$ cat src/hdl/gwt_pkg.sv
package gwt_pkg;

    localparam int MAX_NUMBER_CHARS = 15;
    localparam int FRACTION_DIGITS  = 4;

    localparam int NCHARS_W = 4;
    localparam int FRAC_W   = (FRACTION_DIGITS > 0) ? $clog2(FRACTION_DIGITS + 1) : 1;
    localparam int VALUE_W  = 48;
    localparam int SUM_W    = 52;
    localparam int CMD_W    = 16;

    localparam logic [VALUE_W-1:0] MAG_MAX = 48'h7FFF_FFFF_FFFF;
    localparam longint unsigned MAG_MAX_L = 64'h0000_7FFF_FFFF_FFFF;
    localparam longint unsigned SCALE_L   = 64'd10 ** FRACTION_DIGITS;
    localparam logic [CMD_W-1:0] SAT_CMD_NUMBER = 16'((MAG_MAX_L / SCALE_L) & 64'hFFFF);

    localparam int QUEUE_DEPTH = 4;
    localparam int QPTR_W      = $clog2(QUEUE_DEPTH);
    localparam int QCNT_W      = $clog2(QUEUE_DEPTH + 1);

    localparam logic [7:0] CH_NUL     = 8'h00;
    localparam logic [7:0] CH_TAB     = 8'h09;
    localparam logic [7:0] CH_SPACE   = 8'h20;
    localparam logic [7:0] CH_LPAREN  = 8'h28;
    localparam logic [7:0] CH_RPAREN  = 8'h29;
    localparam logic [7:0] CH_PLUS    = 8'h2B;
    localparam logic [7:0] CH_MINUS   = 8'h2D;
    localparam logic [7:0] CH_POINT   = 8'h2E;
    localparam logic [7:0] CH_ZERO    = 8'h30;
    localparam logic [7:0] CH_NINE    = 8'h39;
    localparam logic [7:0] CH_SEMI    = 8'h3B;
    localparam logic [7:0] CH_F       = 8'h46;
    localparam logic [7:0] CH_G       = 8'h47;
    localparam logic [7:0] CH_I       = 8'h49;
    localparam logic [7:0] CH_J       = 8'h4A;
    localparam logic [7:0] CH_K       = 8'h4B;
    localparam logic [7:0] CH_M       = 8'h4D;
    localparam logic [7:0] CH_P       = 8'h50;
    localparam logic [7:0] CH_R       = 8'h52;
    localparam logic [7:0] CH_S       = 8'h53;
    localparam logic [7:0] CH_T       = 8'h54;
    localparam logic [7:0] CH_X       = 8'h58;
    localparam logic [7:0] CH_Y       = 8'h59;
    localparam logic [7:0] CH_Z       = 8'h5A;
    localparam logic [7:0] LOWER_A    = 8'h61;
    localparam logic [7:0] LOWER_Z    = 8'h7A;
    localparam logic [7:0] CASE_SHIFT = 8'h20;

    localparam logic KIND_WORD     = 1'b0;
    localparam logic KIND_LINE_END = 1'b1;

    typedef enum logic [1:0] {
        MODE_IDLE,
        MODE_NUMBER,
        MODE_PAREN,
        MODE_SEMI
    } mode_t;

    typedef struct packed {
        logic                      kind;
        logic [6:0]                letter;
        logic signed [VALUE_W-1:0] value;
        logic                      line_valid;
        logic [6:0]                gm_letter;
        logic [CMD_W-1:0]          gm_number;
        logic                      last;
    } result_t;

    typedef struct packed {
        logic [1:0] count;
        result_t    first;
        result_t    second;
    } push_t;

    typedef struct packed {
        logic [QCNT_W-1:0] fill;
    } queue_status_t;

    function automatic logic [19:0] pow10(input logic [2:0] k);
        logic [19:0] p;
        case (k)
            3'd0: p = 20'd1;
            3'd1: p = 20'd10;
            3'd2: p = 20'd100;
            3'd3: p = 20'd1000;
            3'd4: p = 20'd10000;
            3'd5: p = 20'd100000;
            3'd6: p = 20'd1000000;
            default: p = 20'd0;
        endcase
        return p;
    endfunction

    function automatic logic is_number_char(input logic [7:0] c);
        return (c >= CH_ZERO && c <= CH_NINE) || c == CH_POINT || c == CH_PLUS
            || c == CH_MINUS;
    endfunction

    function automatic logic is_word(input logic [7:0] c);
        return c == CH_G || c == CH_M || c == CH_X || c == CH_Y || c == CH_Z
            || c == CH_F || c == CH_S || c == CH_T || c == CH_P || c == CH_R
            || c == CH_I || c == CH_J || c == CH_K;
    endfunction

endpackage

$ cat src/hdl/gwt_char_if.sv
interface gwt_char_if;
    logic       valid;
    logic       ready;
    logic [7:0] ch;

    modport source (output valid, output ch, input ready);
    modport sink (input valid, input ch, output ready);
endinterface

$ cat src/hdl/gwt_result_if.sv
interface gwt_result_if;
    logic                               valid;
    logic                               ready;
    logic                               kind;
    logic [6:0]                         letter;
    logic signed [gwt_pkg::VALUE_W-1:0] value;
    logic                               line_valid;
    logic [6:0]                         gm_letter;
    logic [gwt_pkg::CMD_W-1:0]          gm_number;
    logic                               last;

    modport source (output valid, output kind, output letter, output value,
                    output line_valid, output gm_letter, output gm_number,
                    output last, input ready);
    modport sink (input valid, input kind, input letter, input value,
                  input line_valid, input gm_letter, input gm_number,
                  input last, output ready);
endinterface

$ cat src/hdl/gcode_word_tokenizer.sv
// An accepted character waits in the input register until the queue has room for two results.
// Throughput: one character per cycle while the queue has room; a line end that closes a word
// gives two results; the four-entry queue drains one result per cycle while the sink is ready.
// Reset (rst_n, asynchronous, active low) empties the input register and the result queue
// and clears the scanner state and the held G/M command.
module gcode_word_tokenizer (
    input  logic          clk,
    input  logic          rst_n,
    gwt_char_if.sink      chars,
    gwt_result_if.source  results
);

    logic                   in_full_reg;
    logic [7:0]             ch_reg;
    logic                   step_fire;
    logic                   queue_room;
    gwt_pkg::push_t         push;
    gwt_pkg::queue_status_t queue_status;

    assign queue_room  = (queue_status.fill <= gwt_pkg::QCNT_W'(gwt_pkg::QUEUE_DEPTH - 2));
    assign step_fire   = in_full_reg && queue_room;
    assign chars.ready = !in_full_reg || step_fire;

    always_ff @(posedge clk)
    begin
        if (chars.valid && chars.ready)
        begin
            ch_reg <= chars.ch;
        end
    end

    always_ff @(posedge clk or negedge rst_n)
    begin
        if (!rst_n)
        begin
            in_full_reg <= 1'b0;
        end
        else if (chars.valid && chars.ready)
        begin
            in_full_reg <= 1'b1;
        end
        else if (step_fire)
        begin
            in_full_reg <= 1'b0;
        end
    end

    gwt_parser u_parser (
        .clk   (clk),
        .rst_n (rst_n),
        .fire  (step_fire),
        .ch    (ch_reg),
        .push  (push)
    );

    gwt_result_queue u_queue (
        .clk     (clk),
        .rst_n   (rst_n),
        .push    (push),
        .status  (queue_status),
        .results (results)
    );

    // The queue never holds more results than it has entries.
    assert property (@(posedge clk) disable iff (!rst_n)
        queue_status.fill <= gwt_pkg::QCNT_W'(gwt_pkg::QUEUE_DEPTH))
        else $error("result queue overflow");

    // A line-end result always closes the results of its character.
    assert property (@(posedge clk) disable iff (!rst_n)
        results.valid && results.kind == gwt_pkg::KIND_LINE_END |-> results.last)
        else $error("line-end result without last");

    // Word results carry no command report.
    assert property (@(posedge clk) disable iff (!rst_n)
        results.valid && results.kind == gwt_pkg::KIND_WORD |->
        !results.line_valid && results.gm_letter == 7'd0
        && results.gm_number == 16'd0)
        else $error("word result carries command fields");

    // Two results are only pushed when the first is a word and the second a line end.
    assert property (@(posedge clk) disable iff (!rst_n)
        push.count == 2'd2 |-> push.first.kind == gwt_pkg::KIND_WORD && !push.first.last
        && push.second.kind == gwt_pkg::KIND_LINE_END)
        else $error("bad result pair");

endmodule

$ cat src/hdl/gwt_parser.sv
module gwt_parser (
    input  logic            clk,
    input  logic            rst_n,
    input  logic            fire,
    input  logic [7:0]      ch,
    output gwt_pkg::push_t  push
);

    gwt_pkg::mode_t                  mode_reg, mode_next;
    logic [7:0]                      letter_reg, letter_next;
    logic [gwt_pkg::NCHARS_W-1:0]    nchars_reg, nchars_next;
    logic                            ended_reg, ended_next;
    logic                            neg_reg, neg_next;
    logic                            point_reg, point_next;
    logic [gwt_pkg::FRAC_W-1:0]      frac_reg, frac_next;
    logic [gwt_pkg::VALUE_W-1:0]     scaled_reg, scaled_next;
    logic [gwt_pkg::CMD_W-1:0]       int_lo_reg, int_lo_next;
    logic [7:0]                      cmd_letter_reg, cmd_letter_next;
    logic [gwt_pkg::CMD_W-1:0]       cmd_number_reg, cmd_number_next;

    logic [7:0]                  c;
    logic [3:0]                  digit;
    logic [2:0]                  frac_weight_idx;
    logic [gwt_pkg::SUM_W-1:0]   int_sum;
    logic [gwt_pkg::SUM_W-1:0]   frac_sum;
    logic [gwt_pkg::VALUE_W-1:0] int_sat;
    logic [gwt_pkg::VALUE_W-1:0] frac_sat;

    always_comb
    begin
        c = ch;
        if (ch >= gwt_pkg::LOWER_A && ch <= gwt_pkg::LOWER_Z)
        begin
            c = ch - gwt_pkg::CASE_SHIFT;
        end
    end

    assign digit           = 4'(c - gwt_pkg::CH_ZERO);
    assign frac_weight_idx = 3'(gwt_pkg::FRACTION_DIGITS - 1) - 3'(frac_reg);
    assign int_sum  = gwt_pkg::SUM_W'(scaled_reg) * gwt_pkg::SUM_W'(10)
                    + gwt_pkg::SUM_W'(digit)
                    * gwt_pkg::SUM_W'(gwt_pkg::pow10(3'(gwt_pkg::FRACTION_DIGITS)));
    assign frac_sum = gwt_pkg::SUM_W'(scaled_reg)
                    + gwt_pkg::SUM_W'(digit) * gwt_pkg::SUM_W'(gwt_pkg::pow10(frac_weight_idx));
    assign int_sat  = (int_sum > gwt_pkg::SUM_W'(gwt_pkg::MAG_MAX)) ? gwt_pkg::MAG_MAX
                    : int_sum[gwt_pkg::VALUE_W-1:0];
    assign frac_sat = (frac_sum > gwt_pkg::SUM_W'(gwt_pkg::MAG_MAX)) ? gwt_pkg::MAG_MAX
                    : frac_sum[gwt_pkg::VALUE_W-1:0];

    always_comb
    begin
        logic                      handled;
        logic                      word_emit;
        logic                      eol_emit;
        logic [gwt_pkg::CMD_W-1:0] n;
        gwt_pkg::result_t          word_res;
        gwt_pkg::result_t          eol_res;

        mode_next       = mode_reg;
        letter_next     = letter_reg;
        nchars_next     = nchars_reg;
        ended_next      = ended_reg;
        neg_next        = neg_reg;
        point_next      = point_reg;
        frac_next       = frac_reg;
        scaled_next     = scaled_reg;
        int_lo_next     = int_lo_reg;
        cmd_letter_next = cmd_letter_reg;
        cmd_number_next = cmd_number_reg;
        handled   = 1'b0;
        word_emit = 1'b0;
        eol_emit  = 1'b0;
        n         = '0;
        word_res  = '0;
        eol_res   = '0;

        if (mode_reg == gwt_pkg::MODE_NUMBER)
        begin
            if (c != gwt_pkg::CH_NUL && gwt_pkg::is_number_char(c))
            begin
                handled = 1'b1;
                if (32'(nchars_reg) < gwt_pkg::MAX_NUMBER_CHARS)
                begin
                    nchars_next = nchars_reg + gwt_pkg::NCHARS_W'(1);
                    if (!ended_reg)
                    begin
                        if (c == gwt_pkg::CH_PLUS || c == gwt_pkg::CH_MINUS)
                        begin
                            if (nchars_reg == '0)
                            begin
                                neg_next = (c == gwt_pkg::CH_MINUS);
                            end
                            else
                            begin
                                ended_next = 1'b1;
                            end
                        end
                        else if (c == gwt_pkg::CH_POINT)
                        begin
                            if (point_reg)
                            begin
                                ended_next = 1'b1;
                            end
                            else
                            begin
                                point_next = 1'b1;
                            end
                        end
                        else if (point_reg)
                        begin
                            if (32'(frac_reg) < gwt_pkg::FRACTION_DIGITS)
                            begin
                                scaled_next = frac_sat;
                                frac_next   = frac_reg + gwt_pkg::FRAC_W'(1);
                            end
                        end
                        else
                        begin
                            scaled_next = int_sat;
                            int_lo_next = 16'(int_lo_reg * 16'd10 + 16'(digit));
                        end
                    end
                end
            end
            else
            begin
                if (gwt_pkg::is_word(letter_reg))
                begin
                    word_emit         = 1'b1;
                    word_res.kind     = gwt_pkg::KIND_WORD;
                    word_res.letter   = 7'(letter_reg);
                    word_res.value    = neg_reg ? -scaled_reg : scaled_reg;
                    if (letter_reg == gwt_pkg::CH_G || letter_reg == gwt_pkg::CH_M)
                    begin
                        n = (scaled_reg == gwt_pkg::MAG_MAX) ? gwt_pkg::SAT_CMD_NUMBER
                          : int_lo_reg;
                        if (neg_reg)
                        begin
                            n = -n;
                        end
                        cmd_letter_next = letter_reg;
                        cmd_number_next = n;
                    end
                end
                mode_next   = gwt_pkg::MODE_IDLE;
                letter_next = '0;
                nchars_next = '0;
                ended_next  = 1'b0;
                neg_next    = 1'b0;
                point_next  = 1'b0;
                frac_next   = '0;
                scaled_next = '0;
                int_lo_next = '0;
            end
        end

        if (!handled)
        begin
            if (c == gwt_pkg::CH_NUL)
            begin
                eol_emit           = 1'b1;
                eol_res.kind       = gwt_pkg::KIND_LINE_END;
                eol_res.line_valid = (cmd_letter_next != '0);
                eol_res.gm_letter  = 7'(cmd_letter_next);
                eol_res.gm_number  = cmd_number_next;
                eol_res.last       = 1'b1;
                mode_next       = gwt_pkg::MODE_IDLE;
                letter_next     = '0;
                nchars_next     = '0;
                ended_next      = 1'b0;
                neg_next        = 1'b0;
                point_next      = 1'b0;
                frac_next       = '0;
                scaled_next     = '0;
                int_lo_next     = '0;
                cmd_letter_next = '0;
                cmd_number_next = '0;
            end
            else if (mode_next == gwt_pkg::MODE_PAREN)
            begin
                if (c == gwt_pkg::CH_RPAREN)
                begin
                    mode_next = gwt_pkg::MODE_IDLE;
                end
            end
            else if (mode_next == gwt_pkg::MODE_SEMI)
            begin
                mode_next = gwt_pkg::MODE_SEMI;
            end
            else if (c == gwt_pkg::CH_SPACE || c == gwt_pkg::CH_TAB)
            begin
                mode_next = gwt_pkg::MODE_IDLE;
            end
            else if (c == gwt_pkg::CH_LPAREN)
            begin
                mode_next = gwt_pkg::MODE_PAREN;
            end
            else if (c == gwt_pkg::CH_SEMI)
            begin
                mode_next = gwt_pkg::MODE_SEMI;
            end
            else
            begin
                mode_next   = gwt_pkg::MODE_NUMBER;
                letter_next = c;
                nchars_next = '0;
                ended_next  = 1'b0;
                neg_next    = 1'b0;
                point_next  = 1'b0;
                frac_next   = '0;
                scaled_next = '0;
                int_lo_next = '0;
            end
        end

        word_res.last = !eol_emit;
        push.count  = fire ? (2'(word_emit) + 2'(eol_emit)) : 2'd0;
        push.first  = word_emit ? word_res : eol_res;
        push.second = eol_res;
    end

    always_ff @(posedge clk or negedge rst_n)
    begin
        if (!rst_n)
        begin
            mode_reg       <= gwt_pkg::MODE_IDLE;
            letter_reg     <= '0;
            nchars_reg     <= '0;
            ended_reg      <= 1'b0;
            neg_reg        <= 1'b0;
            point_reg      <= 1'b0;
            frac_reg       <= '0;
            scaled_reg     <= '0;
            int_lo_reg     <= '0;
            cmd_letter_reg <= '0;
            cmd_number_reg <= '0;
        end
        else if (fire)
        begin
            mode_reg       <= mode_next;
            letter_reg     <= letter_next;
            nchars_reg     <= nchars_next;
            ended_reg      <= ended_next;
            neg_reg        <= neg_next;
            point_reg      <= point_next;
            frac_reg       <= frac_next;
            scaled_reg     <= scaled_next;
            int_lo_reg     <= int_lo_next;
            cmd_letter_reg <= cmd_letter_next;
            cmd_number_reg <= cmd_number_next;
        end
    end

endmodule

$ cat src/hdl/gwt_result_queue.sv
module gwt_result_queue (
    input  logic                   clk,
    input  logic                   rst_n,
    input  gwt_pkg::push_t         push,
    output gwt_pkg::queue_status_t status,
    gwt_result_if.source           results
);

    gwt_pkg::result_t mem [gwt_pkg::QUEUE_DEPTH];

    logic [gwt_pkg::QPTR_W-1:0] wr_ptr_reg, wr_ptr_next;
    logic [gwt_pkg::QPTR_W-1:0] rd_ptr_reg, rd_ptr_next;
    logic [gwt_pkg::QCNT_W-1:0] count_reg, count_next;
    logic [gwt_pkg::QPTR_W-1:0] wr_ptr_plus_one;
    logic                       pop;
    gwt_pkg::result_t           head;

    assign pop             = results.valid && results.ready;
    assign head            = mem[rd_ptr_reg];
    assign wr_ptr_plus_one = wr_ptr_reg + gwt_pkg::QPTR_W'(1);

    always_comb
    begin
        wr_ptr_next = wr_ptr_reg + gwt_pkg::QPTR_W'(push.count);
        rd_ptr_next = rd_ptr_reg + gwt_pkg::QPTR_W'(pop);
        count_next  = count_reg + gwt_pkg::QCNT_W'(push.count) - gwt_pkg::QCNT_W'(pop);
    end

    always_ff @(posedge clk)
    begin
        if (push.count != 2'd0)
        begin
            mem[wr_ptr_reg] <= push.first;
        end
        if (push.count == 2'd2)
        begin
            mem[wr_ptr_plus_one] <= push.second;
        end
    end

    always_ff @(posedge clk or negedge rst_n)
    begin
        if (!rst_n)
        begin
            wr_ptr_reg <= '0;
            rd_ptr_reg <= '0;
            count_reg  <= '0;
        end
        else
        begin
            wr_ptr_reg <= wr_ptr_next;
            rd_ptr_reg <= rd_ptr_next;
            count_reg  <= count_next;
        end
    end

    assign status.fill        = count_reg;
    assign results.valid      = (count_reg != '0);
    assign results.kind       = head.kind;
    assign results.letter     = head.letter;
    assign results.value      = head.value;
    assign results.line_valid = head.line_valid;
    assign results.gm_letter  = head.gm_letter;
    assign results.gm_number  = head.gm_number;
    assign results.last       = head.last;

endmodule
$ cat src/flat_wrapper.sv
// flat-port wrapper written by rule: the top's interface ports become plain ports
module gcode_word_tokenizer_flat 
  (clk, rst_n, chars_valid, chars_ch, chars_ready, results_valid, results_kind, results_letter, results_value, results_line_valid, results_gm_letter, results_gm_number, results_last, results_ready);
  gwt_char_if chars_i ();
  gwt_result_if results_i ();
  input  logic clk;
  input  logic rst_n;
  input wire logic [$bits(chars_i.valid)-1:0] chars_valid;
  input wire logic [$bits(chars_i.ch)-1:0] chars_ch;
  output wire logic [$bits(chars_i.ready)-1:0] chars_ready;
  output wire logic [$bits(results_i.valid)-1:0] results_valid;
  output wire logic [$bits(results_i.kind)-1:0] results_kind;
  output wire logic [$bits(results_i.letter)-1:0] results_letter;
  output wire logic [$bits(results_i.value)-1:0] results_value;
  output wire logic [$bits(results_i.line_valid)-1:0] results_line_valid;
  output wire logic [$bits(results_i.gm_letter)-1:0] results_gm_letter;
  output wire logic [$bits(results_i.gm_number)-1:0] results_gm_number;
  output wire logic [$bits(results_i.last)-1:0] results_last;
  input wire logic [$bits(results_i.ready)-1:0] results_ready;
  assign chars_i.valid = chars_valid;
  assign chars_i.ch = chars_ch;
  assign chars_ready = chars_i.ready;
  assign results_valid = results_i.valid;
  assign results_kind = results_i.kind;
  assign results_letter = results_i.letter;
  assign results_value = results_i.value;
  assign results_line_valid = results_i.line_valid;
  assign results_gm_letter = results_i.gm_letter;
  assign results_gm_number = results_i.gm_number;
  assign results_last = results_i.last;
  assign results_i.ready = results_ready;
  gcode_word_tokenizer u_core (.clk(clk), .rst_n(rst_n), .chars(chars_i), .results(results_i));
endmodule
$ cat config.mk
export PLATFORM = sky130hd
export DESIGN_NAME = gcode_word_tokenizer_flat
export DESIGN_NICKNAME = d
export VERILOG_FILES = /design/src/hdl/gwt_pkg.sv /design/src/hdl/gwt_char_if.sv /design/src/hdl/gwt_result_if.sv /design/src/hdl/gcode_word_tokenizer.sv /design/src/hdl/gwt_parser.sv /design/src/hdl/gwt_result_queue.sv /design/src/flat_wrapper.sv
export SDC_FILE = /design/constraint.sdc
export NUM_CORES = 1
export LEC_CHECK = 0
export ABC_AREA = 1
export BUFFER_PORTS_ARGS = -buffer_cell sky130_fd_sc_hd__buf_2
export CORE_ASPECT_RATIO = 0.5
export CORE_UTILIZATION = 58
export DETAILED_ROUTE_END_ITERATION = 10
export PLACE_DENSITY = 0.74
export SETUP_SLACK_MARGIN = 0.2
export SYNTH_ARGS = -nofsm -noshare
export SYNTH_HDL_FRONTEND = slang
export SYNTH_SLANG_ARGS = --single-unit
$ cat constraint.sdc
create_clock -name clk -period 4.95 [get_ports clk]
set_input_delay 0.7425 -clock clk [delete_from_list [all_inputs] [get_ports clk]]
set_output_delay 0.7425 -clock clk [all_outputs]
set_load 0.02 [all_outputs]
==> qor.yml <==
synthesis:
  synthArstFlopShare_pct: 25.9
  yosys.area_share.simple_pct: 29.1
  synth_enable_flop_cells: 112
  ys_top_cells_by_area: "dfxtp_1, nand2_1, edfxtp_1"
  synth-xor-area-share_pct: 4.16
  yosys_warnings: 0
  synth_top_area_share_pct: 13.1
  synth_top_family_by_area: "simple AND/OR/NAND/NOR gates"
  synth_compound_area_share_pct: 14.9
  syn_inst: 4857
  muxShareOfSynthArea_pct: 0.0297
  synth_cell_types: 63
  syn_avg_cell_area_um2: 6.93
  ys_ff_latch: 448
  yosysSeqAreaShare_pct: 31.7
  yosysTopAreaCell: "dfxtp_1"
  synthFlopType: "dfxtp_1"
  syn_area_um2: 33700
  yosys.area_share.adder_pct: 11.2
  synth_nets: 5136
clocking:
  cts_tree: "yes"
  root_buffer: "clkbuf_16"
  cts_buffer_depth: 3
  clkSinkCount: 448
  htreeDepth: 2
  clk-insertion-delay-late_ps: 580
  path_clk_slew_ps: 70
  cts_made_buffers: 43
status:
  failed_checks: "DRC, setup timing"
  status: "finished with violations"
timing:
  fin_ws_ps: -285
  min_period_ps: 5230
  fin_worst_skew_ps: 24.8
  worst_slew_pin_slew_ps: 1120
  hold_viol: 0
  grt_setup_unrepaired: "true"
  finalMaxSlewViolations: 0
  setup_viol: 47
  clock.fmax_mhz: 191
  post-route-period-util_pct: 106
  max-slew-margin-rel_pct: 24.8
worst_setup_path:
  slowest_delay_ps: 550
  critPathRequiredTime_ps: 5400
  crit_arrival_ps: 5680
  crit_path_end_kind: "flop"
  critPathSlowestCell: "fa_1"
  path_class: "reg2reg"
  critical_path.max_fanout: 5
  startpoint_type: "flop"
die:
  die_h_um: 172
  num_rows: 62
  die_area_um2: 59100
  die_w_um: 343
  initial_core_util_pct: 58.7
  io_pins: 95
  fp.coreArea_um2: 57300
grt:
  grt_pass1_vias: 32300
  grt-ovfl-total: 0
  antenna_found_initial: 5
  grt_max_degree: 96
  grt_pass1_wl_um: 182000
  grt_use_total_pct: 39.5
route:
  wl_um: 120000
  drc: 4
  met1_length_um: 49700
  drtIter0Drc: 4140
  vias_per_cell: 5.97
  wl_met2_um: 53300
  ant_nets: 0
  dr.pass1.iters: 9
  top_layer: "met5"
  vias: 35300
  wl_per_cell_um: 20.3
  wl_met3_um: 12600
finish:
  antenna_cells: 0
  post_route_cells_drive_above_1_share_pct: 16.4
  fin_area_um2: 39700
  area_growth_pct: 17.8
  final_cells: 5913
  largest_register_ffs: 324
  nets: 5392
placed_design:
  gp_congestion: 1.02
  hpwl_um: 89200
  dp_cells: 5781
  portBuffers: 94
  place_area_um2: 36800
power_and_ir_drop:
  ir_worst_vdd_uv: 355
  power_density_nw_per_um2: 462
  p_leak_nw: 18.4
min_path:
  hold_class: "in2async"
job:
  cap_violations: 0
power by group:
part / internal [mW] / switching (mW)
Sequential: 3.94 / 0.341
Clock: 1.87 / 1.50
Combinational: 3.86 / 6.81
Total: 9.67 / 8.65
final timing paths:
path	slack, ps	start	cells after the start	end
worst min-delay path	170	rst_n	1	u_core.u_queue.status[2]
worst min register to register	440	u_core.u_queue.mem[2][78]	2	u_core.u_queue.mem[2][78]
max in group asynchronous	3720	rst_n	2	u_core.u_parser.scaled_reg[23]
worst max register to register	-280	u_core.u_parser.frac_reg[0]	28	u_core.u_parser.scaled_reg[0]
min in group clk	340	chars_ch[6]	1	u_core.ch_reg[6]
worst max-delay path	-280	u_core.u_parser.frac_reg[0]	28	u_core.u_parser.scaled_reg[0]
cell usage in the layout, fill, tap and decap left out, drive strengths merged, types with 5 or more instances in the layout:
cell and count:
a21o 5, a21oi 164, a22o 9, a22oi 8
a31oi 16, buf 433, clkbuf 60, clkinv 16
dfrtp 116, dfxtp 220, edfxtp 112, fa 58
ha 209, inv 548, nand2 1094, nand3 379
nand3b 5, nand4 67, nor2 652, nor3 47
nor4 20, o2111ai 6, o211ai 17, o21ai 530
o21bai 6, o22ai 134, o32ai 6, or2 24
xnor2 39, xor2 120
synth_stat cells (112+ instances only):
cell,n
a21oi_1,163
clkbuf_1,176
dfrtp_1,116
dfxtp_1,220
edfxtp_1,112
ha_1,209
inv_1,532
nand2_1,1060
nand3_1,371
nor2_1,609
o21ai_0,480
o22ai_1,134
xor2_1,119
routing by layer:
layer,track usage (%),vias up
met4,14.0,6
met1,53.6,16600
met5,0,-
met2,62.8,1760
li1,-,16500
met3,7.56,329
timing repair:
action | in CTS | in global routing
gates resized for setup | 105 | 149
cloned | 1 | 0
hold buffers | 0 | 0
pin swaps | 64 | 89
endpoints found under the setup margin | 53 | 450
buffers inserted | 27 | 27
endpoints found under the hold margin | 0 | 0
stage by stage:
stage	util, %	hold slack, ps	setup slack [ps]	power [mW]	setup TNS (ps)
final	69.2	165	-285	18.3	-9820
after global routing	69.2	194	-531	19.3	-21400
after CTS	67.7	176	-155	17.5	-4920
after detailed placement	64.2	426	-364	13.8	-12780
after global placement	64.2	415	-228	13.7	-7120
after floorplan	-	408	143	10.2	0
area by class of cell:
type | instances | area, µm²
Sequential cell | 448 | 10700
Inverter | 550 | 2090
Timing Repair Buffer | 433 | 3270
Multi-Input combinational cell | 3637 | 21300
Clock buffer | 60 | 1200
Tap cell | 768 | 961
Fill cell | 4927 | 17600
Clock inverter | 17 | 185
logic make-up (layout without fill, tap and decap cells):
kind of cell | after synthesis | in the layout
XOR/XNOR | 159 | 159
multiplexers | 1 | 1
AND/OR/NAND/NOR | 2292 | 2292
adder cells (fa/ha/maj) | 267 | 267
AO/OA/AOI/OAI | 918 | 918
buffers and inverters | 772 | 1060
flip-flops | 448 | 448
critical path: cells and delay by family, from the launching register on:
family	cells	cell delay (ps)
adder cells (fa/ha/maj)	5	1970
AO/OA/AOI/OAI	8	1000
AND/OR/NAND/NOR	7	910
buffers and inverters	8	780
flip-flops	1	440
No activity file was read; power rests on OpenSTA's default activity.
